<file path="src/rtl/core/brb_pkg.sv">
// Shared types, constants and ring arithmetic for the byte ring buffer.
// Used by every module under rtl/core except brb_ram; depends on nothing.
`default_nettype none

package brb_pkg;

  localparam int unsigned STORE_DEPTH = 1024;
  localparam int unsigned MAX_RUN     = 64;
  localparam int unsigned CMD_DEPTH   = 2;

  localparam int unsigned BYTE_W = 8;
  localparam int unsigned OPC_W  = 3;
  localparam int unsigned LEN_W  = 7;
  localparam int unsigned CAP_W  = 10;
  localparam int unsigned IDX_W  = $clog2(STORE_DEPTH);
  localparam int unsigned SUM_W  = ((IDX_W > CAP_W) ? IDX_W : CAP_W) + 1;
  localparam int unsigned PEND_W = $clog2(CMD_DEPTH + 2);

  // Usable capacity is limited so that the ring never spans more than the store.
  localparam int unsigned CAP_LIMIT = STORE_DEPTH - 1;
  localparam int unsigned CAP_RESET = (CAP_LIMIT < 1023) ? CAP_LIMIT : 1023;

  typedef enum logic [OPC_W-1:0] {
    OP_PUT   = 3'd0,
    OP_GET   = 3'd1,
    OP_PEEK  = 3'd2,
    OP_ERASE = 3'd3,
    OP_CLEAR = 3'd4
  } op_e;

  typedef struct packed {
    logic [OPC_W-1:0]  opcode;
    logic [BYTE_W-1:0] data_in;
    logic [LEN_W-1:0]  request_length;
  } brb_in_t;

  typedef struct packed {
    logic [BYTE_W-1:0] data_out;
    logic              data_valid;
    logic [LEN_W-1:0]  moved_count;
    logic [CAP_W-1:0]  stored_count;
    logic [CAP_W-1:0]  free_count;
    logic              last;
  } brb_out_t;

  // Work handed from the front to the back through the command queue.
  typedef struct packed {
    logic             is_run;
    logic [IDX_W-1:0] start;
    logic [LEN_W-1:0] len;
    logic [LEN_W-1:0] moved;
    logic [CAP_W-1:0] stored;
    logic [CAP_W-1:0] free;
  } brb_cmd_t;

  typedef struct packed {
    logic              en;
    logic [IDX_W-1:0]  addr;
    logic [BYTE_W-1:0] data;
  } brb_wr_t;

  typedef struct packed {
    logic run_done;
  } brb_stat_t;

  // Advance a ring index by n slots; the ring spans cap + 1 slots.
  function automatic logic [IDX_W-1:0] ring_add(input logic [IDX_W-1:0] idx,
                                                input logic [LEN_W-1:0] n,
                                                input logic [CAP_W-1:0] cap);
    logic [SUM_W-1:0] sum;
    logic [SUM_W-1:0] span;
    sum  = SUM_W'(idx) + SUM_W'(n);
    span = SUM_W'(cap) + SUM_W'(1);
    if (sum >= span) begin
      sum = sum - span;
    end
    return sum[IDX_W-1:0];
  endfunction

endpackage

`default_nettype wire

</file>
<file path="src/rtl/core/brb_cmd_fifo.sv">
// Short command queue between the front and the back of the byte ring buffer.
// Depends on brb_pkg for the command type and depth.
`default_nettype none

module brb_cmd_fifo import brb_pkg::*; (
  input  wire logic     clk_i,
  input  wire logic     rst_ni,
  input  wire logic     push_i,
  input  wire brb_cmd_t cmd_i,
  output logic          full_o,
  input  wire logic     pop_i,
  output logic          valid_o,
  output brb_cmd_t      cmd_o
);

  localparam int unsigned PTR_W = (CMD_DEPTH > 1) ? $clog2(CMD_DEPTH) : 1;
  localparam int unsigned CNT_W = $clog2(CMD_DEPTH + 1);

  brb_cmd_t          mem_q [CMD_DEPTH];
  logic [PTR_W-1:0]  wp_q, wp_d;
  logic [PTR_W-1:0]  rp_q, rp_d;
  logic [CNT_W-1:0]  cnt_q, cnt_d;

  function automatic logic [PTR_W-1:0] ptr_next(input logic [PTR_W-1:0] p);
    return (p == PTR_W'(CMD_DEPTH - 1)) ? '0 : p + PTR_W'(1);
  endfunction

  always_comb begin
    wp_d  = push_i ? ptr_next(wp_q) : wp_q;
    rp_d  = pop_i ? ptr_next(rp_q) : rp_q;
    cnt_d = cnt_q;
    if (push_i && !pop_i) begin
      cnt_d = cnt_q + CNT_W'(1);
    end else if (pop_i && !push_i) begin
      cnt_d = cnt_q - CNT_W'(1);
    end
  end

  always_ff @(posedge clk_i or negedge rst_ni) begin
    if (!rst_ni) begin
      wp_q  <= '0;
      rp_q  <= '0;
      cnt_q <= '0;
    end else begin
      wp_q  <= wp_d;
      rp_q  <= rp_d;
      cnt_q <= cnt_d;
    end
  end

  always_ff @(posedge clk_i) begin
    if (push_i) begin
      mem_q[wp_q] <= cmd_i;
    end
  end

  assign full_o  = (cnt_q == CNT_W'(CMD_DEPTH));
  assign valid_o = (cnt_q != '0);
  assign cmd_o   = mem_q[rp_q];

endmodule

`default_nettype wire

</file>
<file path="config.mk">
export PLATFORM = sky130hd
export DESIGN_NAME = brb_cmd_fifo
export DESIGN_NICKNAME = d
export VERILOG_FILES = /design/src/rtl/core/brb_pkg.sv /design/src/rtl/core/brb_cmd_fifo.sv
export SDC_FILE = /design/constraint.sdc
export NUM_CORES = 1
export LEC_CHECK = 0
export BUFFER_PORTS_ARGS = -buffer_cell sky130_fd_sc_hd__buf_2
export CAP_MARGIN = 15
export CORE_MARGIN = 4
export CORE_UTILIZATION = 30
export DETAILED_ROUTE_END_ITERATION = 12
export GPL_TIMING_DRIVEN = 0
export PLACE_DENSITY = 0.48
export SYNTH_ARGS = -nofsm -noshare
export SYNTH_HDL_FRONTEND = slang
export SYNTH_SLANG_ARGS = --single-unit
</file>
<file path="constraint.sdc">
create_clock -name clk_i -period 4 [get_ports clk_i]
set_clock_uncertainty 0.05 [all_clocks]
set_input_delay 0.4 -clock clk_i [delete_from_list [all_inputs] [get_ports clk_i]]
set_output_delay 0.4 -clock clk_i [all_outputs]
set_load 0.03 [all_outputs]
</file>
==> implementation parameters <==
Parameter                              Value

Status
  Result of the run    finished, final reports clean

Cells and area
  End-of-flow core utilization    0.399
  Final net count    315
  # diodes    0
  # fillers    1,086
  Fraction of final layout cells with drive strength greater than 1    0.604
  Highest-count cells in the layout ignoring fill and taps    sky130_fd_sc_hd__buf_2 (95), sky130_fd_sc_hd__edfxtp_1 (90), sky130_fd_sc_hd__mux2_4 (39)
  Synth-to-Final Area Change    28.0%
  Most common cell after layout, fill and taps aside    sky130_fd_sc_hd__buf_2
  Non-filler instance count after layout    413

Yosys
  Multiplexer area fraction after synthesis    0.180
  Post-synthesis share of cell area spent on full adders, half adders and majority gates    0.00344
  Post-Synthesis Cells    156
  Top cell type by total area after synthesis    sky130_fd_sc_hd__edfxtp_1
  Post-Synthesis Net Count    206
  Count of warnings emitted by yosys    0
  Cell types occupying the most area after synthesis    sky130_fd_sc_hd__edfxtp_1 (74%), sky130_fd_sc_hd__mux2_4 (16%), sky130_fd_sc_hd__dfrtp_1 (2.8%), sky130_fd_sc_hd__buf_12 (2.2%), sky130_fd_sc_hd__mux2_2 (1.9%)
  Number of distinct library cells after synthesis    14
  Sequential area share after synthesis    0.771
  Post-Synth XOR/XNOR Area    0.0120
  Avg Synthesized Cell Area    23.3 um2
  Synth Register Bits    94
  Yosys top cell area share    0.743
  Fraction of the mapped netlist area in compound gates    0
  Largest family of logic cells by synthesized area    multiplexers
  Area of the mapped netlist    0.00364 mm2
  Post-Synth Simple-Gate Area    0.00791

STA
  Total count of hold-check failures in the final report    0
  Fin. max-slew vios    0
  Transition time at the pin with the least slew margin    0.756 ns
  Achievable clock frequency    0.504 GHz
  Endpoints failing setup    0
  Headroom to the max-slew limit    0.495
  Final worst path period share    0.496
  RSZ-0062 raised after global routing    false
  Time the final worst path needs with I/O delays and setup    1.98 ns

GRT
  Overall fraction of global-route tracks in use    0.0975
  Via count of the first global-routing pass    2,003
  Antenna violations before repair    0
  Maximum number of pins on one net before global-route repair    25
  Remaining Overflow, GRT    0
  Global-route wire length before repair    10,500 um

Route
  Post-DRT Antenna Nets    0
  Total iterations of the first detailed-routing run    4
  Mean routed wirelength per cell    15.8 um
  DR iter-0 viols    69
  Number of vias after detailed routing    1,759
  DRT Wirelength    6520 um
  # DRC    0
  Post-detailed-route via-to-cell ratio    4.26

Pwr
  Power density of the placed cells    783 mW/mm2
  Worst voltage drop across the vdd grid    0.000283 V
  Cell-internal power    0.00244 W
  Clock share of power    0.239
  Static Leak    1.88 nW
  Switch share    0.330
  Sequential share of power    0.374
  Reported net switching power    0.00120 W
  Comb power frac    0.387

Worst setup path
  Reg2Reg Setup Slack    2.33 ns
  Crit path DAT    1.53 ns
  Maximum fanout along the worst path    10
  Worst path bufs/invs    3
  CP startpoint kind    flip-flop
  Worst path slowest cell    sky130_fd_sc_hd__dfrtp_1
  Type of destination of the critical path    output port
  Critical Setup Path Class    reg2out
  CP delay by family, top    buffers and inverters
  Required time worst endpoint    3.55 ns
  Cells along the critical path    buf_6 -> buf_12 -> mux2_4 -> buf_2
  Slowest stage delay, CP    0.34 ns

Floorplan
  Die area    0.0139 mm2
  Initial core utilization    0.312
  Chip Width    118 um
  I/O pin total    96
  Overall die height    118 um
  Floorplan row count    39
  Core Area    0.0117 mm2

Clocking
  Clock root cell    sky130_fd_sc_hd__clkbuf_16
  TritonCTS clock tree    done
  Total clock buffers created by CTS    9
  Num Clock Sinks    94
  CTS H-tree depth    3
  Clock transition at the register clock pins on the worst setup and hold paths after CTS    0.06 ns
  Clock latency at the later pin of the worst-skew pair    0.33 ns
  Resized cells post-CTS    0
  Maximum root-to-sink buffer count    2

Place
  Placer Congestion    0.627
  Detailed placement HPWL    4360 um
  Total placed cells including tap cells    396
  Port Buffer Count    95

Min path
  Path class of the lowest-slack min-delay path    in2reg

Job
  Maxcap violations    0
==> area by class of cell <==
| cell class | instances | area, um2 | area share |
|---|---|---|---|
| flip-flops and latches | 94 | 2800 | 0.602 |
| multi-input cells | 56 | 747 | 0.160 |
| repair buffers | 98 | 526 | 0.113 |
| clock buffers | 11 | 233 | 0.0500 |
| well taps | 143 | 179 | 0.0384 |
| plain buffers | 5 | 91.3 | 0.0196 |
| clock inverters | 5 | 73.8 | 0.0159 |
| inverters | 1 | 3.75 | 0.000806 |
==> worst register-to-register path, cell delays in order (launching register included) <==
cell and delay (ns):
sky130_fd_sc_hd__dfrtp_1 0.42, sky130_fd_sc_hd__nor2b_4 0.62, sky130_fd_sc_hd__buf_12 0.28
==> power by group through the flow <==
stage          combinational (W)  clock (W)  sequential, W
2_1_floorplan            0.00109          0        0.00138
3_3_place_gp             0.00142          0        0.00140
3_5_place_dp             0.00145          0        0.00139
4_1_cts                  0.00145   0.000902        0.00137
5_1_grt                  0.00150   0.000949        0.00138
6_report                 0.00141   0.000871        0.00136
==> timing repair <==
| item | 4_1_cts | 5_1_grt |
|---|---|---|
| endpoints found under the setup margin | 0 | 0 |
| setup buffers | 0 | 0 |
| endpoints found under the hold margin | 4 | 0 |
| hold buffers | 1 | 0 |
==> metal layers <==
metal  wire length (um)  up-vias  track usage
met5                  0        -            0
met4                129        0       0.0484
met3                522       10       0.0389
met2               3010       71        0.148
met1               2860      850        0.121
li1                   -      828            -
==> sequential cells by signal, indices dropped and copies added, names as in the netlist <==
signal	count
mem_q	90
cnt_q	2
rp_q	1
wp_q	1
==> stage by stage <==
| step | area [um2] | TNS [ns] | worst slack [ns] | hold WS [ns] | total power [W] |
|---|---|---|---|---|---|
| after floorplan | 3640 | 0 | 1.08 | 0.0544 | 0.00247 |
| after global placement | 4290 | -24.70 | -0.551 | 0.161 | 0.00281 |
| after detailed placement | 4340 | 0 | 2.08 | 0.162 | 0.00283 |
| after CTS | 4660 | 0 | 1.98 | 0.190 | 0.00372 |
| after global routing | 4660 | 0 | 1.95 | 0.192 | 0.00383 |
| final | 4660 | 0 | 2.02 | 0.204 | 0.00365 |
==> kinds of logic after synthesis <==
group,count (synthesis)
flip-flops,94
multiplexers,45
buffers and inverters,6
XOR/XNOR,5
AND/OR/NAND/NOR,5
adder cells (fa/ha/maj),1
==> synthesized netlist by cell type <==
library cell and count:
sky130_fd_sc_hd__and2_1 1, sky130_fd_sc_hd__buf_12 4, sky130_fd_sc_hd__buf_6 1, sky130_fd_sc_hd__dfrtp_1 4, sky130_fd_sc_hd__edfxtp_1 90, sky130_fd_sc_hd__ha_1 1
sky130_fd_sc_hd__inv_1 1, sky130_fd_sc_hd__mux2_2 6, sky130_fd_sc_hd__mux2_4 39, sky130_fd_sc_hd__nor2_1 1, sky130_fd_sc_hd__nor2b_1 2, sky130_fd_sc_hd__or2_2 1
sky130_fd_sc_hd__xnor2_1 1, sky130_fd_sc_hd__xor2_1 4
==> path summary, 6_finish.rpt <==
path	endpoint	from	cells after the start
worst max-delay path	cmd_o[35]	rp_q$_DFFE_PN0P_	4
worst min register to register	cnt_q[1]$_DFFE_PN0P_	cnt_q[1]$_DFFE_PN0P_	1
max in group asynchronous	rp_q$_DFFE_PN0P_	rst_ni	2
worst max register to register	mem_q[0][18]$_DFFE_PP_	wp_q$_DFFE_PN0P_	2
worst min-delay path	mem_q[1][44]$_DFFE_PP_	cmd_i[44]	1
min in group asynchronous	cnt_q[0]$_DFFE_PN0P_	rst_ni	2
No activity file was read; power rests on OpenSTA's default activity.
