[src/rtl/core/brb_pkg.sv]
// Shared types, constants and ring arithmetic for the byte ring buffer.
// Used by every module under rtl/core except brb_ram; depends on nothing.
`default_nettype none

package brb_pkg;

  localparam int unsigned STORE_DEPTH = 1024;
  localparam int unsigned MAX_RUN     = 64;
  localparam int unsigned CMD_DEPTH   = 2;

  localparam int unsigned BYTE_W = 8;
  localparam int unsigned OPC_W  = 3;
  localparam int unsigned LEN_W  = 7;
  localparam int unsigned CAP_W  = 10;
  localparam int unsigned IDX_W  = $clog2(STORE_DEPTH);
  localparam int unsigned SUM_W  = ((IDX_W > CAP_W) ? IDX_W : CAP_W) + 1;
  localparam int unsigned PEND_W = $clog2(CMD_DEPTH + 2);

  // Usable capacity is limited so that the ring never spans more than the store.
  localparam int unsigned CAP_LIMIT = STORE_DEPTH - 1;
  localparam int unsigned CAP_RESET = (CAP_LIMIT < 1023) ? CAP_LIMIT : 1023;

  typedef enum logic [OPC_W-1:0] {
    OP_PUT   = 3'd0,
    OP_GET   = 3'd1,
    OP_PEEK  = 3'd2,
    OP_ERASE = 3'd3,
    OP_CLEAR = 3'd4
  } op_e;

  typedef struct packed {
    logic [OPC_W-1:0]  opcode;
    logic [BYTE_W-1:0] data_in;
    logic [LEN_W-1:0]  request_length;
  } brb_in_t;

  typedef struct packed {
    logic [BYTE_W-1:0] data_out;
    logic              data_valid;
    logic [LEN_W-1:0]  moved_count;
    logic [CAP_W-1:0]  stored_count;
    logic [CAP_W-1:0]  free_count;
    logic              last;
  } brb_out_t;

  // Work handed from the front to the back through the command queue.
  typedef struct packed {
    logic             is_run;
    logic [IDX_W-1:0] start;
    logic [LEN_W-1:0] len;
    logic [LEN_W-1:0] moved;
    logic [CAP_W-1:0] stored;
    logic [CAP_W-1:0] free;
  } brb_cmd_t;

  typedef struct packed {
    logic              en;
    logic [IDX_W-1:0]  addr;
    logic [BYTE_W-1:0] data;
  } brb_wr_t;

  typedef struct packed {
    logic run_done;
  } brb_stat_t;

  // Advance a ring index by n slots; the ring spans cap + 1 slots.
  function automatic logic [IDX_W-1:0] ring_add(input logic [IDX_W-1:0] idx,
                                                input logic [LEN_W-1:0] n,
                                                input logic [CAP_W-1:0] cap);
    logic [SUM_W-1:0] sum;
    logic [SUM_W-1:0] span;
    sum  = SUM_W'(idx) + SUM_W'(n);
    span = SUM_W'(cap) + SUM_W'(1);
    if (sum >= span) begin
      sum = sum - span;
    end
    return sum[IDX_W-1:0];
  endfunction

endpackage

`default_nettype wire

[src/rtl/core/brb_front.sv]
// Front end: accepts items and configuration, keeps the ring indices and
// counts, writes put bytes to the store and queues commands for the back.
// Depends on brb_pkg.
`default_nettype none

module brb_front import brb_pkg::*; (
  input  wire logic             clk_i,
  input  wire logic             rst_ni,
  input  wire logic             in_valid_i,
  output logic                  in_ready_o,
  input  wire brb_in_t          in_data_i,
  input  wire logic             cfg_valid_i,
  output logic                  cfg_ready_o,
  input  wire logic [CAP_W-1:0] cfg_data_i,
  output logic                  cmd_push_o,
  output brb_cmd_t              cmd_o,
  input  wire logic             cmd_full_i,
  input  wire brb_stat_t        stat_i,
  output brb_wr_t               ram_wr_o,
  output logic      [CAP_W-1:0] cap_o
);

  logic [CAP_W-1:0]  cap_q, cap_d;
  logic [CAP_W-1:0]  held_q, held_d;
  logic [IDX_W-1:0]  rd_q, rd_d;
  logic [IDX_W-1:0]  wr_q, wr_d;
  logic [PEND_W-1:0] pend_q, pend_d;
  logic [LEN_W-1:0]  req_c;
  logic [LEN_W-1:0]  n_c;
  logic              room_c;
  logic              in_fire;
  logic              cfg_fire;

  // Hold puts while a read run is outstanding: a freed slot may still be unread.
  assign in_ready_o  = !cmd_full_i &&
                       !((in_data_i.opcode == OP_PUT) && (pend_q != '0));
  assign in_fire     = in_valid_i && in_ready_o;
  assign cfg_ready_o = 1'b1;
  assign cfg_fire    = cfg_valid_i;
  assign cmd_push_o  = in_fire;
  assign cap_o       = cap_q;

  assign req_c  = (in_data_i.request_length > LEN_W'(MAX_RUN)) ? LEN_W'(MAX_RUN)
                                                               : in_data_i.request_length;
  assign n_c    = (SUM_W'(held_q) < SUM_W'(req_c)) ? LEN_W'(held_q) : req_c;
  assign room_c = (held_q != cap_q);

  always_comb begin
    cap_d  = cap_q;
    held_d = held_q;
    rd_d   = rd_q;
    wr_d   = wr_q;

    cmd_o.is_run = 1'b0;
    cmd_o.start  = rd_q;
    cmd_o.len    = n_c;
    cmd_o.moved  = '0;

    ram_wr_o.en   = 1'b0;
    ram_wr_o.addr = wr_q;
    ram_wr_o.data = in_data_i.data_in;

    case (in_data_i.opcode)
      OP_PUT: begin
        if (room_c) begin
          cmd_o.moved = LEN_W'(1);
          if (in_fire) begin
            ram_wr_o.en = 1'b1;
            held_d      = held_q + CAP_W'(1);
            wr_d        = ring_add(wr_q, LEN_W'(1), cap_q);
          end
        end
      end
      OP_GET: begin
        cmd_o.is_run = (n_c != '0);
        cmd_o.moved  = n_c;
        if (in_fire) begin
          rd_d   = ring_add(rd_q, n_c, cap_q);
          held_d = held_q - CAP_W'(n_c);
        end
      end
      OP_PEEK: begin
        cmd_o.is_run = (n_c != '0);
        cmd_o.moved  = n_c;
      end
      OP_ERASE: begin
        cmd_o.moved = n_c;
        if (in_fire) begin
          rd_d   = ring_add(rd_q, n_c, cap_q);
          held_d = held_q - CAP_W'(n_c);
        end
      end
      OP_CLEAR: begin
        if (in_fire) begin
          rd_d   = '0;
          wr_d   = '0;
          held_d = '0;
        end
      end
      default: begin
      end
    endcase

    cmd_o.stored = held_d;
    cmd_o.free   = cap_q - held_d;

    // A capacity write empties the ring.
    if (cfg_fire) begin
      if (SUM_W'(cfg_data_i) > SUM_W'(CAP_LIMIT)) begin
        cap_d = CAP_W'(CAP_LIMIT);
      end else begin
        cap_d = cfg_data_i;
      end
      held_d = '0;
      rd_d   = '0;
      wr_d   = '0;
    end

    pend_d = pend_q;
    if ((in_fire && cmd_o.is_run) && !stat_i.run_done) begin
      pend_d = pend_q + PEND_W'(1);
    end else if (!(in_fire && cmd_o.is_run) && stat_i.run_done) begin
      pend_d = pend_q - PEND_W'(1);
    end
  end

  always_ff @(posedge clk_i or negedge rst_ni) begin
    if (!rst_ni) begin
      cap_q  <= CAP_W'(CAP_RESET);
      held_q <= '0;
      rd_q   <= '0;
      wr_q   <= '0;
      pend_q <= '0;
    end else begin
      cap_q  <= cap_d;
      held_q <= held_d;
      rd_q   <= rd_d;
      wr_q   <= wr_d;
      pend_q <= pend_d;
    end
  end

  a_held_in_cap: assert property (@(posedge clk_i) disable iff (!rst_ni)
    held_q <= cap_q)
    else $error("stored count exceeds capacity");

  a_idx_in_ring: assert property (@(posedge clk_i) disable iff (!rst_ni)
    (SUM_W'(rd_q) <= SUM_W'(cap_q)) && (SUM_W'(wr_q) <= SUM_W'(cap_q)))
    else $error("ring index outside the ring span");

  a_put_no_run: assert property (@(posedge clk_i) disable iff (!rst_ni)
    ram_wr_o.en |-> (pend_q == '0))
    else $error("store written while a read run is outstanding");

  a_run_done_pending: assert property (@(posedge clk_i) disable iff (!rst_ni)
    stat_i.run_done |-> (pend_q != '0))
    else $error("read run finished with none outstanding");

endmodule

`default_nettype wire

[config.mk]
export PLATFORM = sky130hd
export DESIGN_NAME = brb_front
export DESIGN_NICKNAME = d
export VERILOG_FILES = /design/src/rtl/core/brb_pkg.sv /design/src/rtl/core/brb_front.sv
export SDC_FILE = /design/constraint.sdc
export NUM_CORES = 1
export LEC_CHECK = 0
export CAP_MARGIN = 20
export CORE_MARGIN = 1.5
export CORE_UTILIZATION = 30
export CTS_CLUSTER_DIAMETER = 100
export DETAILED_ROUTE_END_ITERATION = 10
export DONT_BUFFER_PORTS = 1
export PLACE_DENSITY = 0.52
export SYNTH_ARGS = -nofsm -noshare
export SYNTH_HDL_FRONTEND = slang
export SYNTH_SLANG_ARGS = --single-unit
[constraint.sdc]
create_clock -name clk_i -period 6.65 [get_ports clk_i]
set_input_delay 0.665 -clock clk_i [delete_from_list [all_inputs] [get_ports clk_i]]
set_output_delay 0.665 -clock clk_i [all_outputs]
set_load 0.005 [all_outputs]
==> reports/qor.csv <==
metric,value,unit
clockBufferDepth,2,
clk_latency,0.29,ns
fin_tns_setup,0,ns
yosys.area_share.xor_xnor,9.55,%
grt_start_max_net_pins,43,
rsz0062_at_grt,no,
hp-class,in2async,
synth_flop_cell,dfrtp_1,
synthTopCellsByCount,"nor2_1 (72), ha_1 (56), nand2_1 (41), inv_1 (38), a21oi_1 (35)",
worst_ep_arrival_time,5.62,ns
tightest_slew,1.05,ns
drc,0,
dr.pass1.iters,5,
fin_crit_sh,94.5,%
power.leakage,0.00255,uW
final_antenna_net_count,0,
setup_ws,0.365,ns
dp.final_hpwl,13200,microns
io_buffer_count,0,
die_w,135,microns
ys_ff_latch,42,
synth-simple-area-share,20.5,%
timing.rr.end,rd_q[5],
synth_cells,654,
r2r_slack,0.93,ns
area_growth,6.91,%
synth_warnings,0,
overflow,0,
cts_tree,done,
comb_power_share,43.3,%
async_flop_share,100,%
p_clk_share,24.7,%
root_buffer,clkbuf_16,
fmax,159,MHz
r2r-start,held_q[3],
yosys.area.top_type,dfrtp_1,
wl_per_cell,18.9,microns
insertedDiodeCount,0,
syn_nets,749,
clock-sinks,42,
synthAdderAreaFrac,15.3,%
critPathKind,in2out,
final_nets,739,
maxCapViolations,0,
synth.avg_cell_area,8.00,sq um
drtIter0Drc,280,
worst_ep_required_time,5.98,ns
synth_edf_count,0,
power.share.sequential,32.0,%
grt_first_pass_wirelength,26100,microns
finClkSkew,0.00956,ns
antenna_found_initial,0,
drv_slew,0,
post_drt_via_cell_ratio,5.51,
netlist_top_cells_area,"dfrtp_1 (15%), ha_1 (13%), xor2_1 (5.5%)",
synth_top_area_share,15.3,%
synth.most_common_cell,nor2_1,
setup_viol_count_final,0,
pre_cts_slack,0.412,ns
ctsHoldBuffers,0,
r2r_cells,23,
dieArea,0.0182,sq mm
status,finished clean,
powerDensity,173,mW/mm^2
cp-end-kind,primary output,
grt.total_usage,18.3,%
synth_compound_area_share,22.2,%
ioPinCount,111,
slew_headroom,30.3,%
final.min_clock_period,6.29,ns
path_clk_slew,0.07,ns
cp_max_fo,9,
ys_seq_area_share,20.3,%
vdd_ir_drop_max,0.000112,V
h-tree-depth,2,
final-hold-violation-count,0,
power.internal,592,uW
syn-cell-area,0.00523,sq mm
drive_above_1_share,8.22,%
drt_wl_total,16500,microns
synth_cell_types,68,
rows,48,
synth_top_family_by_area,compound AO/OA/AOI/OAI gates,
start_util,30.4,%
vias,4796,
core_area,0.0172,sq mm
p_sw_share,38.8,%
cp-start-kind,input port,
die_height,135,microns
synthMuxAreaShare,5.69,%
grt_pass1_vias,4701,
power.switching,375,uW
cts_inserted_buffers,5,
gp_congestion,0.838,
==> critical path, cell delays in order <==
cell      delay (ns)
clkinv_1        0.18
nand2_1         0.16
ha_1            0.25
a21o_1          0.16
a21o_1          0.17
a21o_1          0.17
a21oi_1         0.32
mux2i_1         0.30
ha_1            0.21
inv_1           0.05
fa_1            0.42
a211oi_1        0.30
nor2_1          0.12
nor3_1          0.36
a21oi_1         0.08
nor2_1          0.13
o22ai_1         0.13
ha_1            0.25
or3_1           0.35
o22ai_1         0.26
nor2_1          0.09
a311oi_1        0.28
xor2_1          0.21
==> power groups by stage <==
stage | Sequential [uW] | Clock, uW | Combinational [uW]
after floorplan | 300 | 0 | 327
after global placement | 313 | 0 | 407
after detailed placement | 313 | 0 | 414
after CTS | 309 | 248 | 417
after global routing | 312 | 259 | 470
final | 309 | 239 | 419
==> registers in the layout (all words and copies together), names as in the netlist <==
name    flops
held_q     10
cap_o      10
wr_q       10
pend_q      2
rd_q       10
==> kinds of logic (layout without fill, tap and decap cells) <==
group,Yosys count,in the layout
AOI/OAI and AO/OA,172,172
xor gates and xnor gates,57,57
adders and majority gates,61,61
buffers and inverters,72,63
DFF,42,42
muxes,28,28
other,1,1
and+or+nand+nor,221,221
==> cells in the final DEF, fill, tap and decap left out, drive strengths merged, types with 15 or more instances in the layout <==
master,netlist,final
nand2,41,41
nor3,21,21
o21ai,33,33
a21oi,36,36
nor2,73,73
buf,22,15
xor2,33,33
nand3,18,18
o21a,15,15
nor2b,15,15
dfrtp,32,32
mux2i,17,17
inv,39,39
ha,56,56
xnor2,24,24
==> timing repair <==
action	in CTS	in global routing
resized for setup	0	2
setup endpoints to repair	0	1
buffers inserted	0	0
==> stage by stage <==
stage	utilization, %	hold slack (ns)	power, uW	cell area [sq um]	std cells
2_1_floorplan	-	0.369	626	5230	654
3_3_place_gp	31.7	0.372	720	5440	862
3_5_place_dp	31.7	0.372	728	5440	862
4_1_cts	32.5	0.0597	974	5580	870
5_1_grt	32.6	0.0548	1040	5590	870
6_report	32.6	0.0698	967	5590	870
==> layout make-up <==
cell class	instances	area, sq um
clock buffer	8	136
fill	1856	11600
inverter	40	150
multi-input combinational	540	3850
sequential	42	1060
tap	225	282
timing repair buffer	15	113
==> metal layers <==
metal  vias to the layer above  global-route usage (%)  wire, microns
met1                      2289                    25.4           7850
met3                        14                    3.87           1180
met4                         0                    4.36            196
met5                         -                       0              0
li1                       2349                       -              -
met2                       144                    28.9           7230
==> worst max path at each step <==
stage | startpoint | endpoint | slack [ns] | depth (start not counted)
floorplan | in_data_i[6] | cmd_o[9] | 0.76 | 23
detailed placement | in_data_i[6] | cmd_o[9] | 0.41 | 24
global placement | in_data_i[6] | cmd_o[9] | 0.51 | 22
global route | in_data_i[6] | cmd_o[9] | 0.02 | 23
finish | in_data_i[6] | cmd_o[9] | 0.36 | 23
CTS | in_data_i[6] | cmd_o[9] | 0.40 | 24
No activity file was read; power rests on OpenSTA's default activity.
