--- config.mk ---
export PLATFORM = sky130hd
export DESIGN_NAME = brb_back
export DESIGN_NICKNAME = d
export VERILOG_FILES = /design/src/rtl/core/brb_pkg.sv /design/src/rtl/core/brb_back.sv
export SDC_FILE = /design/constraint.sdc
export NUM_CORES = 1
export LEC_CHECK = 0
export ABC_AREA = 1
export BUFFER_PORTS_ARGS = -buffer_cell sky130_fd_sc_hd__buf_2
export CORE_MARGIN = 3
export CORE_UTILIZATION = 50
export DETAILED_ROUTE_END_ITERATION = 12
export HOLD_SLACK_MARGIN = 0.02
export PLACE_DENSITY = 0.85
export SYNTH_ARGS = -nofsm -noshare
export SYNTH_HDL_FRONTEND = slang
export SYNTH_SLANG_ARGS = --single-unit
--- constraint.sdc ---
create_clock -name clk_i -period 3.2 [get_ports clk_i]
set_input_delay 0.32 -clock clk_i [delete_from_list [all_inputs] [get_ports clk_i]]
set_output_delay 0.32 -clock clk_i [all_outputs]
set_load 0.02 [all_outputs]
--- src/rtl/core/brb_pkg.sv ---
// Shared types, constants and ring arithmetic for the byte ring buffer.
// Used by every module under rtl/core except brb_ram; depends on nothing.
`default_nettype none

package brb_pkg;

  localparam int unsigned STORE_DEPTH = 1024;
  localparam int unsigned MAX_RUN     = 64;
  localparam int unsigned CMD_DEPTH   = 2;

  localparam int unsigned BYTE_W = 8;
  localparam int unsigned OPC_W  = 3;
  localparam int unsigned LEN_W  = 7;
  localparam int unsigned CAP_W  = 10;
  localparam int unsigned IDX_W  = $clog2(STORE_DEPTH);
  localparam int unsigned SUM_W  = ((IDX_W > CAP_W) ? IDX_W : CAP_W) + 1;
  localparam int unsigned PEND_W = $clog2(CMD_DEPTH + 2);

  // Usable capacity is limited so that the ring never spans more than the store.
  localparam int unsigned CAP_LIMIT = STORE_DEPTH - 1;
  localparam int unsigned CAP_RESET = (CAP_LIMIT < 1023) ? CAP_LIMIT : 1023;

  typedef enum logic [OPC_W-1:0] {
    OP_PUT   = 3'd0,
    OP_GET   = 3'd1,
    OP_PEEK  = 3'd2,
    OP_ERASE = 3'd3,
    OP_CLEAR = 3'd4
  } op_e;

  typedef struct packed {
    logic [OPC_W-1:0]  opcode;
    logic [BYTE_W-1:0] data_in;
    logic [LEN_W-1:0]  request_length;
  } brb_in_t;

  typedef struct packed {
    logic [BYTE_W-1:0] data_out;
    logic              data_valid;
    logic [LEN_W-1:0]  moved_count;
    logic [CAP_W-1:0]  stored_count;
    logic [CAP_W-1:0]  free_count;
    logic              last;
  } brb_out_t;

  // Work handed from the front to the back through the command queue.
  typedef struct packed {
    logic             is_run;
    logic [IDX_W-1:0] start;
    logic [LEN_W-1:0] len;
    logic [LEN_W-1:0] moved;
    logic [CAP_W-1:0] stored;
    logic [CAP_W-1:0] free;
  } brb_cmd_t;

  typedef struct packed {
    logic              en;
    logic [IDX_W-1:0]  addr;
    logic [BYTE_W-1:0] data;
  } brb_wr_t;

  typedef struct packed {
    logic run_done;
  } brb_stat_t;

  // Advance a ring index by n slots; the ring spans cap + 1 slots.
  function automatic logic [IDX_W-1:0] ring_add(input logic [IDX_W-1:0] idx,
                                                input logic [LEN_W-1:0] n,
                                                input logic [CAP_W-1:0] cap);
    logic [SUM_W-1:0] sum;
    logic [SUM_W-1:0] span;
    sum  = SUM_W'(idx) + SUM_W'(n);
    span = SUM_W'(cap) + SUM_W'(1);
    if (sum >= span) begin
      sum = sum - span;
    end
    return sum[IDX_W-1:0];
  endfunction

endpackage

`default_nettype wire

--- src/rtl/core/brb_back.sv ---
// Back end: takes commands from the queue, reads run bytes from the store and
// drives the result channel. The store's read register is the output data stage.
// Depends on brb_pkg.
`default_nettype none

module brb_back import brb_pkg::*; (
  input  wire logic              clk_i,
  input  wire logic              rst_ni,
  input  wire logic              cmd_valid_i,
  input  wire brb_cmd_t          cmd_i,
  output logic                   cmd_pop_o,
  input  wire logic [CAP_W-1:0]  cap_i,
  output logic                   ram_re_o,
  output logic      [IDX_W-1:0]  ram_raddr_o,
  input  wire logic [BYTE_W-1:0] ram_rdata_i,
  output logic                   out_valid_o,
  input  wire logic              out_ready_i,
  output brb_out_t               out_data_o,
  output brb_stat_t              stat_o
);

  logic             busy_q, busy_d;
  logic [IDX_W-1:0] rd_idx_q, rd_idx_d;
  logic [LEN_W-1:0] remain_q, remain_d;
  brb_cmd_t         meta_q, meta_d;
  logic             ov_q, ov_d;
  logic             odv_q, odv_d;
  logic [LEN_W-1:0] omoved_q, omoved_d;
  logic [CAP_W-1:0] ostored_q, ostored_d;
  logic [CAP_W-1:0] ofree_q, ofree_d;
  logic             olast_q, olast_d;
  logic             adv;
  logic             fin;

  assign adv = !ov_q || out_ready_i;

  always_comb begin
    busy_d      = busy_q;
    rd_idx_d    = rd_idx_q;
    remain_d    = remain_q;
    meta_d      = meta_q;
    ov_d        = ov_q && !out_ready_i;
    odv_d       = odv_q;
    omoved_d    = omoved_q;
    ostored_d   = ostored_q;
    ofree_d     = ofree_q;
    olast_d     = olast_q;
    cmd_pop_o   = 1'b0;
    ram_re_o    = 1'b0;
    ram_raddr_o = rd_idx_q;
    stat_o      = '0;
    fin         = 1'b0;

    if (adv) begin
      if (busy_q) begin
        // Continue the run: one byte per transfer.
        fin         = (remain_q == LEN_W'(1));
        ram_re_o    = 1'b1;
        ram_raddr_o = rd_idx_q;
        ov_d        = 1'b1;
        odv_d       = 1'b1;
        omoved_d    = fin ? meta_q.len : '0;
        ostored_d   = meta_q.stored;
        ofree_d     = meta_q.free;
        olast_d     = fin;
        busy_d      = !fin;
        rd_idx_d    = ring_add(rd_idx_q, LEN_W'(1), cap_i);
        remain_d    = remain_q - LEN_W'(1);
        stat_o.run_done = fin;
      end else if (cmd_valid_i) begin
        cmd_pop_o = 1'b1;
        meta_d    = cmd_i;
        ov_d      = 1'b1;
        ostored_d = cmd_i.stored;
        ofree_d   = cmd_i.free;
        if (cmd_i.is_run) begin
          fin         = (cmd_i.len == LEN_W'(1));
          ram_re_o    = 1'b1;
          ram_raddr_o = cmd_i.start;
          odv_d       = 1'b1;
          omoved_d    = fin ? cmd_i.len : '0;
          olast_d     = fin;
          busy_d      = !fin;
          rd_idx_d    = ring_add(cmd_i.start, LEN_W'(1), cap_i);
          remain_d    = cmd_i.len - LEN_W'(1);
          stat_o.run_done = fin;
        end else begin
          odv_d    = 1'b0;
          omoved_d = cmd_i.moved;
          olast_d  = 1'b1;
        end
      end
    end
  end

  always_ff @(posedge clk_i or negedge rst_ni) begin
    if (!rst_ni) begin
      busy_q <= 1'b0;
      ov_q   <= 1'b0;
    end else begin
      busy_q <= busy_d;
      ov_q   <= ov_d;
    end
  end

  always_ff @(posedge clk_i) begin
    rd_idx_q  <= rd_idx_d;
    remain_q  <= remain_d;
    meta_q    <= meta_d;
    odv_q     <= odv_d;
    omoved_q  <= omoved_d;
    ostored_q <= ostored_d;
    ofree_q   <= ofree_d;
    olast_q   <= olast_d;
  end

  assign out_valid_o             = ov_q;
  assign out_data_o.data_out     = odv_q ? ram_rdata_i : '0;
  assign out_data_o.data_valid   = odv_q;
  assign out_data_o.moved_count  = omoved_q;
  assign out_data_o.stored_count = ostored_q;
  assign out_data_o.free_count   = ofree_q;
  assign out_data_o.last         = olast_q;

  a_busy_has_bytes: assert property (@(posedge clk_i) disable iff (!rst_ni)
    busy_q |-> (remain_q != '0))
    else $error("run in progress with no bytes left");

  a_no_pop_in_run: assert property (@(posedge clk_i) disable iff (!rst_ni)
    busy_q |-> !cmd_pop_o)
    else $error("command taken while a run is in progress");

endmodule

`default_nettype wire

==> results.cfg, run 1 <==
[cells_and_area]
nets = 948
final_area_um2 = 6450
n_fill_cell = 939
multi_input_area_um2 = 2830
syn2layout_area_growth_pct = 16.2
seqCellArea_um2 = 2240
drive_gt1_share_pct = 21.2
fin_cells = 1002
antennaDiodeCount = 0

[yosys]
async_reset_ff_share_pct = 2.67
synth.area.top_cells = edfxtp_1 39%, nand2_1 20%, inv_1 5.7%
synth_nets = 828
synth.most_common_cell = nand2_1
synth_cell_type_count = 42
synth_commonest_cells = 295 x nand2_1, 85 x inv_1, 73 x edfxtp_1, 57 x nand3_1, 44 x nor2_1
synth_flop_cell = edfxtp_1
synth-seq-area-share_pct = 40.4
syn_area_per_cell_um2 = 7.49
syn-cell-area_um2 = 5550
synth_seq_cells = 75
synth_area_leader_cell = edfxtp_1
ys_warn_count = 0
netlist.area_leader.share_pct = 39.5
synth-edff-count = 73
synthCells = 741

[setup_path]
critPathMostFrequentCell = nand2_1
cp_num_buf_inv = 1
startpoint_type = flip-flop
reg2reg_from = rd_idx_q[0]
cp_top_family = simple AND/OR/NAND/NOR gates
slowest_delay_ns = 0.42
rrSetupSlack_ns = 0.29
worstReg2RegEnd = rd_idx_q[2]
crit_fanout = 11
worstRegToRegCells = 16
cp.arrival_ns = 3.02
path_class = reg2reg
crit_chain = ha_1 -> nand2_1 -> inv_2 -> nor2_1 -> ha_1 -> nand2_1 -> o21ai_0 -> nand3_1 -> o21ai_1 -> nand2_1 -> nand2_2 -> nand2_2 -> nand3_2 -> nand2_1 -> nand3_1 -> nand2_1
worstSetupEndpointType = flip-flop
slowest_stage = edfxtp_1
cp.required_ns = 3.31

[sta]
finalMaxSlewViolations = 0
setup_ws_ns = 0.289
period_share_pct = 91.0
hold_violations = 0
finalSetupViolCount = 0
slew_headroom_pct = 56.3
fmaxAchievable_mhz = 343
fin_setup_tns_ns = 0
rsz0062_at_grt = no
final.setup_skew_ns = 0.00716
period_needed_ns = 2.91
tightest_slew_ns = 0.654

[cts]
clock_latency_ns = 0.35
htree_levels = 3
cts_resized = 0
cts_hold_buffers = 1
clock-sinks = 75
cts-root-buf = clkbuf_8
clock_path_buffers = 2
tritoncts = done
cts_setup_buffers = 0
cts_buffers = 9
path_clk_slew_ns = 0.08

[power]
power_per_cell_area_nw_per_um2 = 767
p_leak_nw = 3.33
ir_drop_mv = 0.381

[placement]
io_buffers = 117
place.gp.congestion = 0.999
dpl_worst_slack_ns = 0.184
post_dp_cell_area_um2 = 6240
hpwl_um = 11200
place_inst = 985

[worst_hold_path]
worstHoldEndpoint = meta_q[6]
hold_start = cmd_i[6]
hp-class = in2reg
whs_path_depth = 1

[job]
drv_cap = 0

[floorplanning]
io_pins = 118
die_x_um = 111
die_y_um = 111
die_area_um2 = 12400
start_util_pct = 52.6
core_um2 = 10600
fp-row-count = 37

[drt]
avgViaCountPerCell = 5.28
wirelength_um = 14100
vias = 5291
drc = 0
antenna_left = 0
drt_iter0_drc = 548
dr.pass1.iters = 5
post_drt_wl_per_cell_um = 14.1

[global_routing]
gr-total-overflow = 0
grt_pass1_wl_um = 22300
track_usage_pct = 22.2
antenna_found_initial = 0
grt_pass1_vias = 4844
grt_max_degree = 41

[outcome]
status = finished clean
## per-layer routing
layer	track usage [%]	vias to the layer above	routed length, um
met5	0	-	0
li1	-	2662	-
met3	3.75	38	1130
met4	9.89	0	484
met2	37.7	261	6660
met1	27.8	2330	5850
## cell usage in the layout, fill, tap and decap left out, types with 2 or more instances in the layout
master and n:
buf_4 12, a31oi_1 2, o211ai_1 2, clkinvlp_4 2, o21ai_0 20, a22o_1 5
nor2_2 8, inv_2 2, dfrtp_1 2, nand3_1 57, inv_6 2, xor2_1 14
o21bai_1 3, nor3_1 5, a21oi_1 3, nand3b_1 3, xnor2_1 9, nor2_1 42
or2_2 2, ha_1 18, nand2_2 15, mux2_2 3, buf_2 117, clkbuf_8 9
nor2_4 3, inv_1 85, nand4_1 32, nand2_1 295, edfxtp_1 73, fa_1 2
nand3_2 6
## power breakdown
part	total (mW)	switching, mW	internal [mW]
Clock	0.728	0.365	0.364
Sequential	1.62	0.155	1.47
Combinational	2.60	1.71	0.888
## how the worst max path moves through the flow
| stage | start | slack (ns) | to | cells past startpoint |
|---|---|---|---|---|
| 3_3_place_gp | cap_i[0] | 0.24 | rd_idx_q[9] | 16 |
| 6_report | rd_idx_q[0] | 0.29 | rd_idx_q[2] | 16 |
| 2_1_floorplan | out_valid_o | 0.23 | ram_raddr_o[0] | 6 |
| 5_1_grt | rd_idx_q[0] | 0.07 | rd_idx_q[4] | 15 |
| 4_1_cts | rd_idx_q[0] | 0.34 | rd_idx_q[2] | 16 |
| 3_5_place_dp | cap_i[0] | 0.18 | rd_idx_q[4] | 15 |
## cells by family (layout without fill, tap and decap cells)
logic type,after synthesis,in the layout,share of synthesized area [%]
AND/OR/NAND/NOR,471,471,37.2
buffers and inverters,108,233,8.77
flip-flops,75,75,40.4
AO/OA/AOI/OAI,40,40,4.40
XOR/XNOR,23,23,3.63
adder cells (fa/ha/maj),20,20,4.78
multiplexers,4,4,0.789
## sequential cells by signal (all words and copies together) (netlist names)
register	flops
ofree_q	10
rd_idx_q	10
busy_q	1
meta_q	27
omoved_q	7
ostored_q	10
out_valid_o	1
olast_q	1
remain_q	7
odv_q	1
## final cells by class
cell class | instances | area share (%)
clock inverters | 7 | 1.16
multi-input cells | 558 | 43.8
well taps | 136 | 2.64
clock buffers | 9 | 1.92
repair buffers | 130 | 10.6
inverters | 87 | 5.06
flip-flops and latches | 75 | 34.8
## metrics by stage
| step | hold WS [ns] | utilization [%] | power, mW |
|---|---|---|---|
| after floorplan | 0.0244 | - | 3.50 |
| after global placement | 0.113 | 59.1 | 4.14 |
| after detailed placement | 0.113 | 59.1 | 4.19 |
| after CTS | 0.132 | 61.1 | 4.94 |
| after global routing | 0.126 | 61.1 | 5.33 |
| final | 0.148 | 61.1 | 4.95 |
No activity file was read; power rests on OpenSTA's default activity.
==> run 2: changes to the inputs <==
--- a/config.mk
+++ b/config.mk
@@ -5,13 +5,12 @@
 export SDC_FILE = /design/constraint.sdc
 export NUM_CORES = 1
 export LEC_CHECK = 0
-export ABC_AREA = 1
 export BUFFER_PORTS_ARGS = -buffer_cell sky130_fd_sc_hd__buf_2
 export CORE_MARGIN = 3
 export CORE_UTILIZATION = 50
 export DETAILED_ROUTE_END_ITERATION = 12
 export HOLD_SLACK_MARGIN = 0.02
-export PLACE_DENSITY = 0.85
+export PLACE_DENSITY = 0.86
 export SYNTH_ARGS = -nofsm -noshare
 export SYNTH_HDL_FRONTEND = slang
 export SYNTH_SLANG_ARGS = --single-unit
==> results.cfg, run 2 <==
[outcome]
violations = negative setup slack
status = finished, violations left

[setup_path]
cp.arrival_ns = 3.68
crit_fanout = 5
startpoint_type = flip-flop
worstSetupEndpointType = flip-flop
crit_chain = ha_4 -> and4_4 -> nand4_1 -> xor2_2 -> inv_2 -> ha_4 -> and3_4 -> nand3_2 -> nor4b_2 -> buf_4 -> and3_4 -> a2111oi_4 -> buf_6 -> buf_4 -> nor3_4 -> xnor2_1 -> mux2i_1
slowest_delay_ns = 0.41
path_class = reg2reg
cp.required_ns = 3.31
worstRegToRegCells = 17
slowest_stage = edfxtp_1

[drt]
wirelength_um = 16500
avgViaCountPerCell = 6.03
post_drt_wl_per_cell_um = 20.1
drc = 0
dr.pass1.iters = 5
antenna_left = 0
vias = 4962
drt_iter0_drc = 378

[cts]
htree_levels = 3
clock_latency_ns = 0.36
path_clk_slew_ns = 0.09
clock_path_buffers = 2
cts-root-buf = clkbuf_8
tritoncts = done
cts_buffers = 9
clock-sinks = 75

[power]
p_total_mw = 5.77
ir_drop_mv = 0.437
p_leak_nw = 2.92
power_per_cell_area_nw_per_um2 = 814

[placement]
hpwl_um = 11500
place.gp.congestion = 0.968
io_buffers = 117

[worst_hold_path]
hp-class = in2reg
whs_path_depth = 1

[global_routing]
grt_max_degree = 30
gr-total-overflow = 0
antenna_found_initial = 0
grt_pass1_wl_um = 24200
grt_pass1_vias = 4937
track_usage_pct = 27.0

[yosys]
synth_commonest_cells = 73 x edfxtp_1, 31 x mux2_2, 31 x nand2_1, 31 x nor2_1, 29 x xnor2_1
synth_nets = 560
synth.most_common_cell = edfxtp_1
ys_warn_count = 0
synthCells = 473
syn_area_per_cell_um2 = 10.9
synth.area.top_cells = edfxtp_1 42%, mux2_2 6.8%, xnor2_1 4.9%
synth_cell_type_count = 67
synth_flop_cell = edfxtp_1
synth-seq-area-share_pct = 43.4
netlist.area_leader.share_pct = 42.5
syn-cell-area_um2 = 5160
async_reset_ff_share_pct = 2.67
synth_area_leader_cell = edfxtp_1
synth_seq_cells = 75
synth-edff-count = 73

[cells_and_area]
largest_reg_flops = 27
final_cell_mix = 117 x buf_2, 97 x buf_4, 73 x edfxtp_1, 31 x nand2_1, 31 x mux2_2
multi_input_area_um2 = 3070
syn2layout_area_growth_pct = 37.4
final_common_cell = buf_2
fin_util_pct = 71.5
antennaDiodeCount = 0
largest-register = meta_q
drive_gt1_share_pct = 46.1
n_fill_cell = 651
nets = 772
seqCellArea_um2 = 2240

[floorplanning]
die_x_um = 108
die_y_um = 108
core_um2 = 9910
die_area_um2 = 11600
start_util_pct = 52.1
io_pins = 118
fp-row-count = 36

[sta]
period_share_pct = 112
rsz0062_at_grt = yes
setup_ws_ns = -0.374
hold_violations = 0
tightest_slew_ns = 1.32
fmaxAchievable_mhz = 280
slew_headroom_pct = 11.7
finalSetupViolCount = 10
finalMaxSlewViolations = 0
final.setup_skew_ns = 0.0137
period_needed_ns = 3.57

[job]
drv_cap = 0
run 2: final timing paths:
| kind | start | endpoint | slack [ns] |
|---|---|---|---|
| min in group asynchronous | rst_ni | busy_q | 0.32 |
| worst max register to register | rd_idx_q[0] | rd_idx_q[8] | -0.37 |
| worst min-delay path | cmd_i[14] | meta_q[14] | 0.14 |
| max in group asynchronous | rst_ni | out_valid_o | 2.77 |
| worst min register to register | meta_q[29] | omoved_q[2] | 0.54 |
| worst max-delay path | rd_idx_q[0] | rd_idx_q[8] | -0.37 |
run 2: timing repair:
item / CTS / global route
pin swaps: 19 / 13
setup buffers: 12 / 6
endpoints found under the hold margin: 2 / 0
hold buffers: 1 / 0
endpoints found under the setup margin: 10 / 10
resized for setup: 27 / 18
run 2: cell families (layout without fill, tap and decap cells):
kind of cell    after synthesis  after routing  synth area share, %
simple gates                154            154                 16.3
compound gates               80             80                 11.5
flops                        75             75                 43.4
xor+xnor                     59             59                 10.3
mux                          44             44                 9.28
buf+inv                      37            254                 3.25
fa+ha+maj                    24             24                 5.92
run 2: worst max-delay path: cells and delay by family (launching register included):
family / cells / cell delay, ns
and+or+nand+nor: 7 / 1.35
buffers and inverters: 4 / 0.56
adders and majority gates: 2 / 0.42
xor gates and xnor gates: 2 / 0.42
DFF: 1 / 0.41
muxes: 1 / 0.11
AOI/OAI and AO/OA: 1 / 0.04
run 2: cell type report:
class                           count  share of cell area [%]
Multi-Input combinational cell    361                    43.3
Clock inverter                      7                   0.971
Inverter                           22                    1.16
Tap cell                          133                    2.35
Clock buffer                        9                    1.75
Sequential cell                    75                    31.6
Timing Repair Buffer              216                    18.8
run 2: layer usage:
layer	vias up	global-route usage, %	share of wire (%)	routed length [um]
met2	348	49.2	51	8380
met1	2340	29.6	36	6010
met3	67	5.40	8.7	1440
li1	2207	-	-	-
met5	-	0	0	0
met4	0	13.2	4.3	708
run 2: report_power, final:
group	total (mW)	internal [mW]	switching, mW
sequential	1.57	1.41	0.154
clock	0.728	0.357	0.371
combinational	3.48	1.60	1.88
run 2: metrics by stage:
step	cells	hold slack [ns]	setup WS, ns	TNS (ns)	instance area, um2
floorplan	473	0.0244	0.000449	0	5210
global placement	788	0.108	-0.365	-2.59	6480
detailed placement	788	0.112	-0.443	-3.27	6480
CTS	817	0.142	-0.158	-1.05	6940
global route	823	0.134	-0.425	-3.66	7090
finish	823	0.143	-0.374	-2.85	7090
==> run 3: changes to the inputs <==
--- a/config.mk
+++ b/config.mk
@@ -6,6 +6,7 @@
 export NUM_CORES = 1
 export LEC_CHECK = 0
 export BUFFER_PORTS_ARGS = -buffer_cell sky130_fd_sc_hd__buf_2
+export CORE_ASPECT_RATIO = 0.7
 export CORE_MARGIN = 3
 export CORE_UTILIZATION = 50
 export DETAILED_ROUTE_END_ITERATION = 12
==> results.cfg, run 3 (synthesis gave the netlist of run 2 again) <==
[cts]
clock_path_buffers = 2
clock_latency_ns = 0.35
cts-root-buf = clkbuf_16
clock-sinks = 75
htree_levels = 3
tritoncts = done
cts_buffers = 9
path_clk_slew_ns = 0.07

[floorplanning]
die_y_um = 91.0
io_pins = 118
die_area_um2 = 11600
start_util_pct = 52.3
die_x_um = 127
fp-row-count = 30
core_um2 = 9870

[cells_and_area]
largest_reg_flops = 27
largest-register = meta_q
fin_cells = 823
syn2layout_area_growth_pct = 41.1
final_cell_mix = 117 x buf_2, 101 x buf_4, 73 x edfxtp_1, 31 x nand2_1, 30 x nor2_1
n_fill_cell = 575
final_common_cell = buf_2
drive_gt1_share_pct = 46.4
nets = 776

[drt]
drt_iter0_drc = 859
vias = 5387
dr.pass1.iters = 6
drc = 0
post_drt_wl_per_cell_um = 24.2
wirelength_um = 20000
antenna_left = 0
avgViaCountPerCell = 6.55

[global_routing]
track_usage_pct = 30.0
grt_pass1_wl_um = 27300
antenna_found_initial = 1
grt_pass1_vias = 5030
gr-total-overflow = 0
grt_max_degree = 30

[power]
ir_drop_mv = 0.713
power_per_cell_area_nw_per_um2 = 876
p_leak_nw = 2.98

[job]
drv_cap = 0

[placement]
dpl_worst_slack_ns = -0.598
hpwl_um = 12300
place.gp.congestion = 0.965
place_inst = 792
io_buffers = 117

[worst_hold_path]
hp-class = in2reg
whs_path_depth = 1
worstHoldEndpoint = meta_q[12]
hold_start = cmd_i[12]

[sta]
period_share_pct = 113
fmaxAchievable_mhz = 277
tightest_slew_ns = 0.922
final.setup_skew_ns = 0.0117
slew_headroom_pct = 38.5
setup_ws_ns = -0.414
finalMaxSlewViolations = 0
period_needed_ns = 3.61
hold_violations = 0
rsz0062_at_grt = yes
finalSetupViolCount = 10

[outcome]
violations = negative setup slack
status = finished, violations left

[setup_path]
worstReg2RegEnd = rd_idx_q[5]
worstRegToRegCells = 15
startpoint_type = flip-flop
slowest_delay_ns = 0.47
crit_fanout = 4
crit_chain = ha_4 -> and4_4 -> nand4_1 -> xor2_1 -> inv_2 -> ha_4 -> and3_4 -> nand3_4 -> nor4b_4 -> and3_4 -> a2111oi_4 -> buf_6 -> nor4b_4 -> xnor2_1 -> mux2i_1
cp_top_family = simple AND/OR/NAND/NOR gates
slowest_stage = edfxtp_1
worstSetupEndpointType = flip-flop
cp.required_ns = 3.28
reg2reg_from = rd_idx_q[1]
rrSetupSlack_ns = -0.41
cp_num_buf_inv = 2
cp.arrival_ns = 3.69
path_class = reg2reg
[run 3: cell types whose count changed in the layout (fill, tap and decap cells not counted), sizes merged]
cell      change
buf           +4
clkinv        -4
clkinvlp      +3
clkbuf        +1
diode         +1
[run 3: metal layers]
metal / share of wire (%) / vias up / GRT usage, %
met1: 35 / 2499 / 38.2
met3: 12 / 171 / 7.23
met5: 0 / - / 0
met2: 46 / 499 / 49.8
li1: - / 2218 / -
met4: 7.4 / 0 / 11.1
[run 3: what timing repair did]
item                                    in CTS  in global routing
pin swaps                                   15                 26
hold buffers                                 1                  0
setup buffers                               11                  6
resized for setup                           22                 32
cloned                                       0                  0
hold endpoints to repair                     2                  0
endpoints found under the setup margin      10                 10
[run 3: through the flow]
| stage | TNS (ns) | power [mW] | hold slack, ns | util (%) | cell area (um2) |
|---|---|---|---|---|---|
| 3_3_place_gp | -2.51 | 4.12 | 0.113 | 66.3 | 6550 |
| 6_report | -3.34 | 6.38 | 0.166 | 73.8 | 7280 |
| 2_1_floorplan | 0 | 3.28 | 0.0244 | - | 5210 |
| 3_5_place_dp | -4.93 | 4.28 | 0.119 | 66.3 | 6550 |
| 4_1_cts | -1.44 | 5.63 | 0.166 | 71.4 | 7050 |
| 5_1_grt | -3.97 | 6.57 | 0.160 | 73.8 | 7280 |
[run 3: cell type report]
type	instances	area, um2	area share (%)
timing repair buffer	220	1370	18.7
inverter	22	86.3	1.19
clock inverter	6	65.1	0.893
multi-input combinational	361	3130	43.0
antenna	1	2.50	0.0344
clock buffer	10	229	3.14
sequential	75	2240	30.8
tap	128	160	2.20
[run 3: how the worst max path moves through the flow]
stage                     depth (start not counted)        start  slack, ns           to
after floorplan                                  14  rd_idx_q[0]     0.0004  rd_idx_q[0]
after global placement                           14     cap_i[1]      -0.34  rd_idx_q[1]
after detailed placement                         14     cap_i[0]      -0.60  rd_idx_q[1]
after CTS                                        17  rd_idx_q[1]      -0.22  rd_idx_q[3]
after global routing                             15  rd_idx_q[1]      -0.47  rd_idx_q[1]
final                                            15  rd_idx_q[1]      -0.41  rd_idx_q[5]
[run 3: power by group]
part / switching [mW] / internal [mW] / leakage, nW
combinational: 2.10 / 1.65 / 2.14
sequential: 0.164 / 1.42 / 0.713
clock: 0.440 / 0.605 / 0.133
total: 2.70 / 3.67 / 2.98
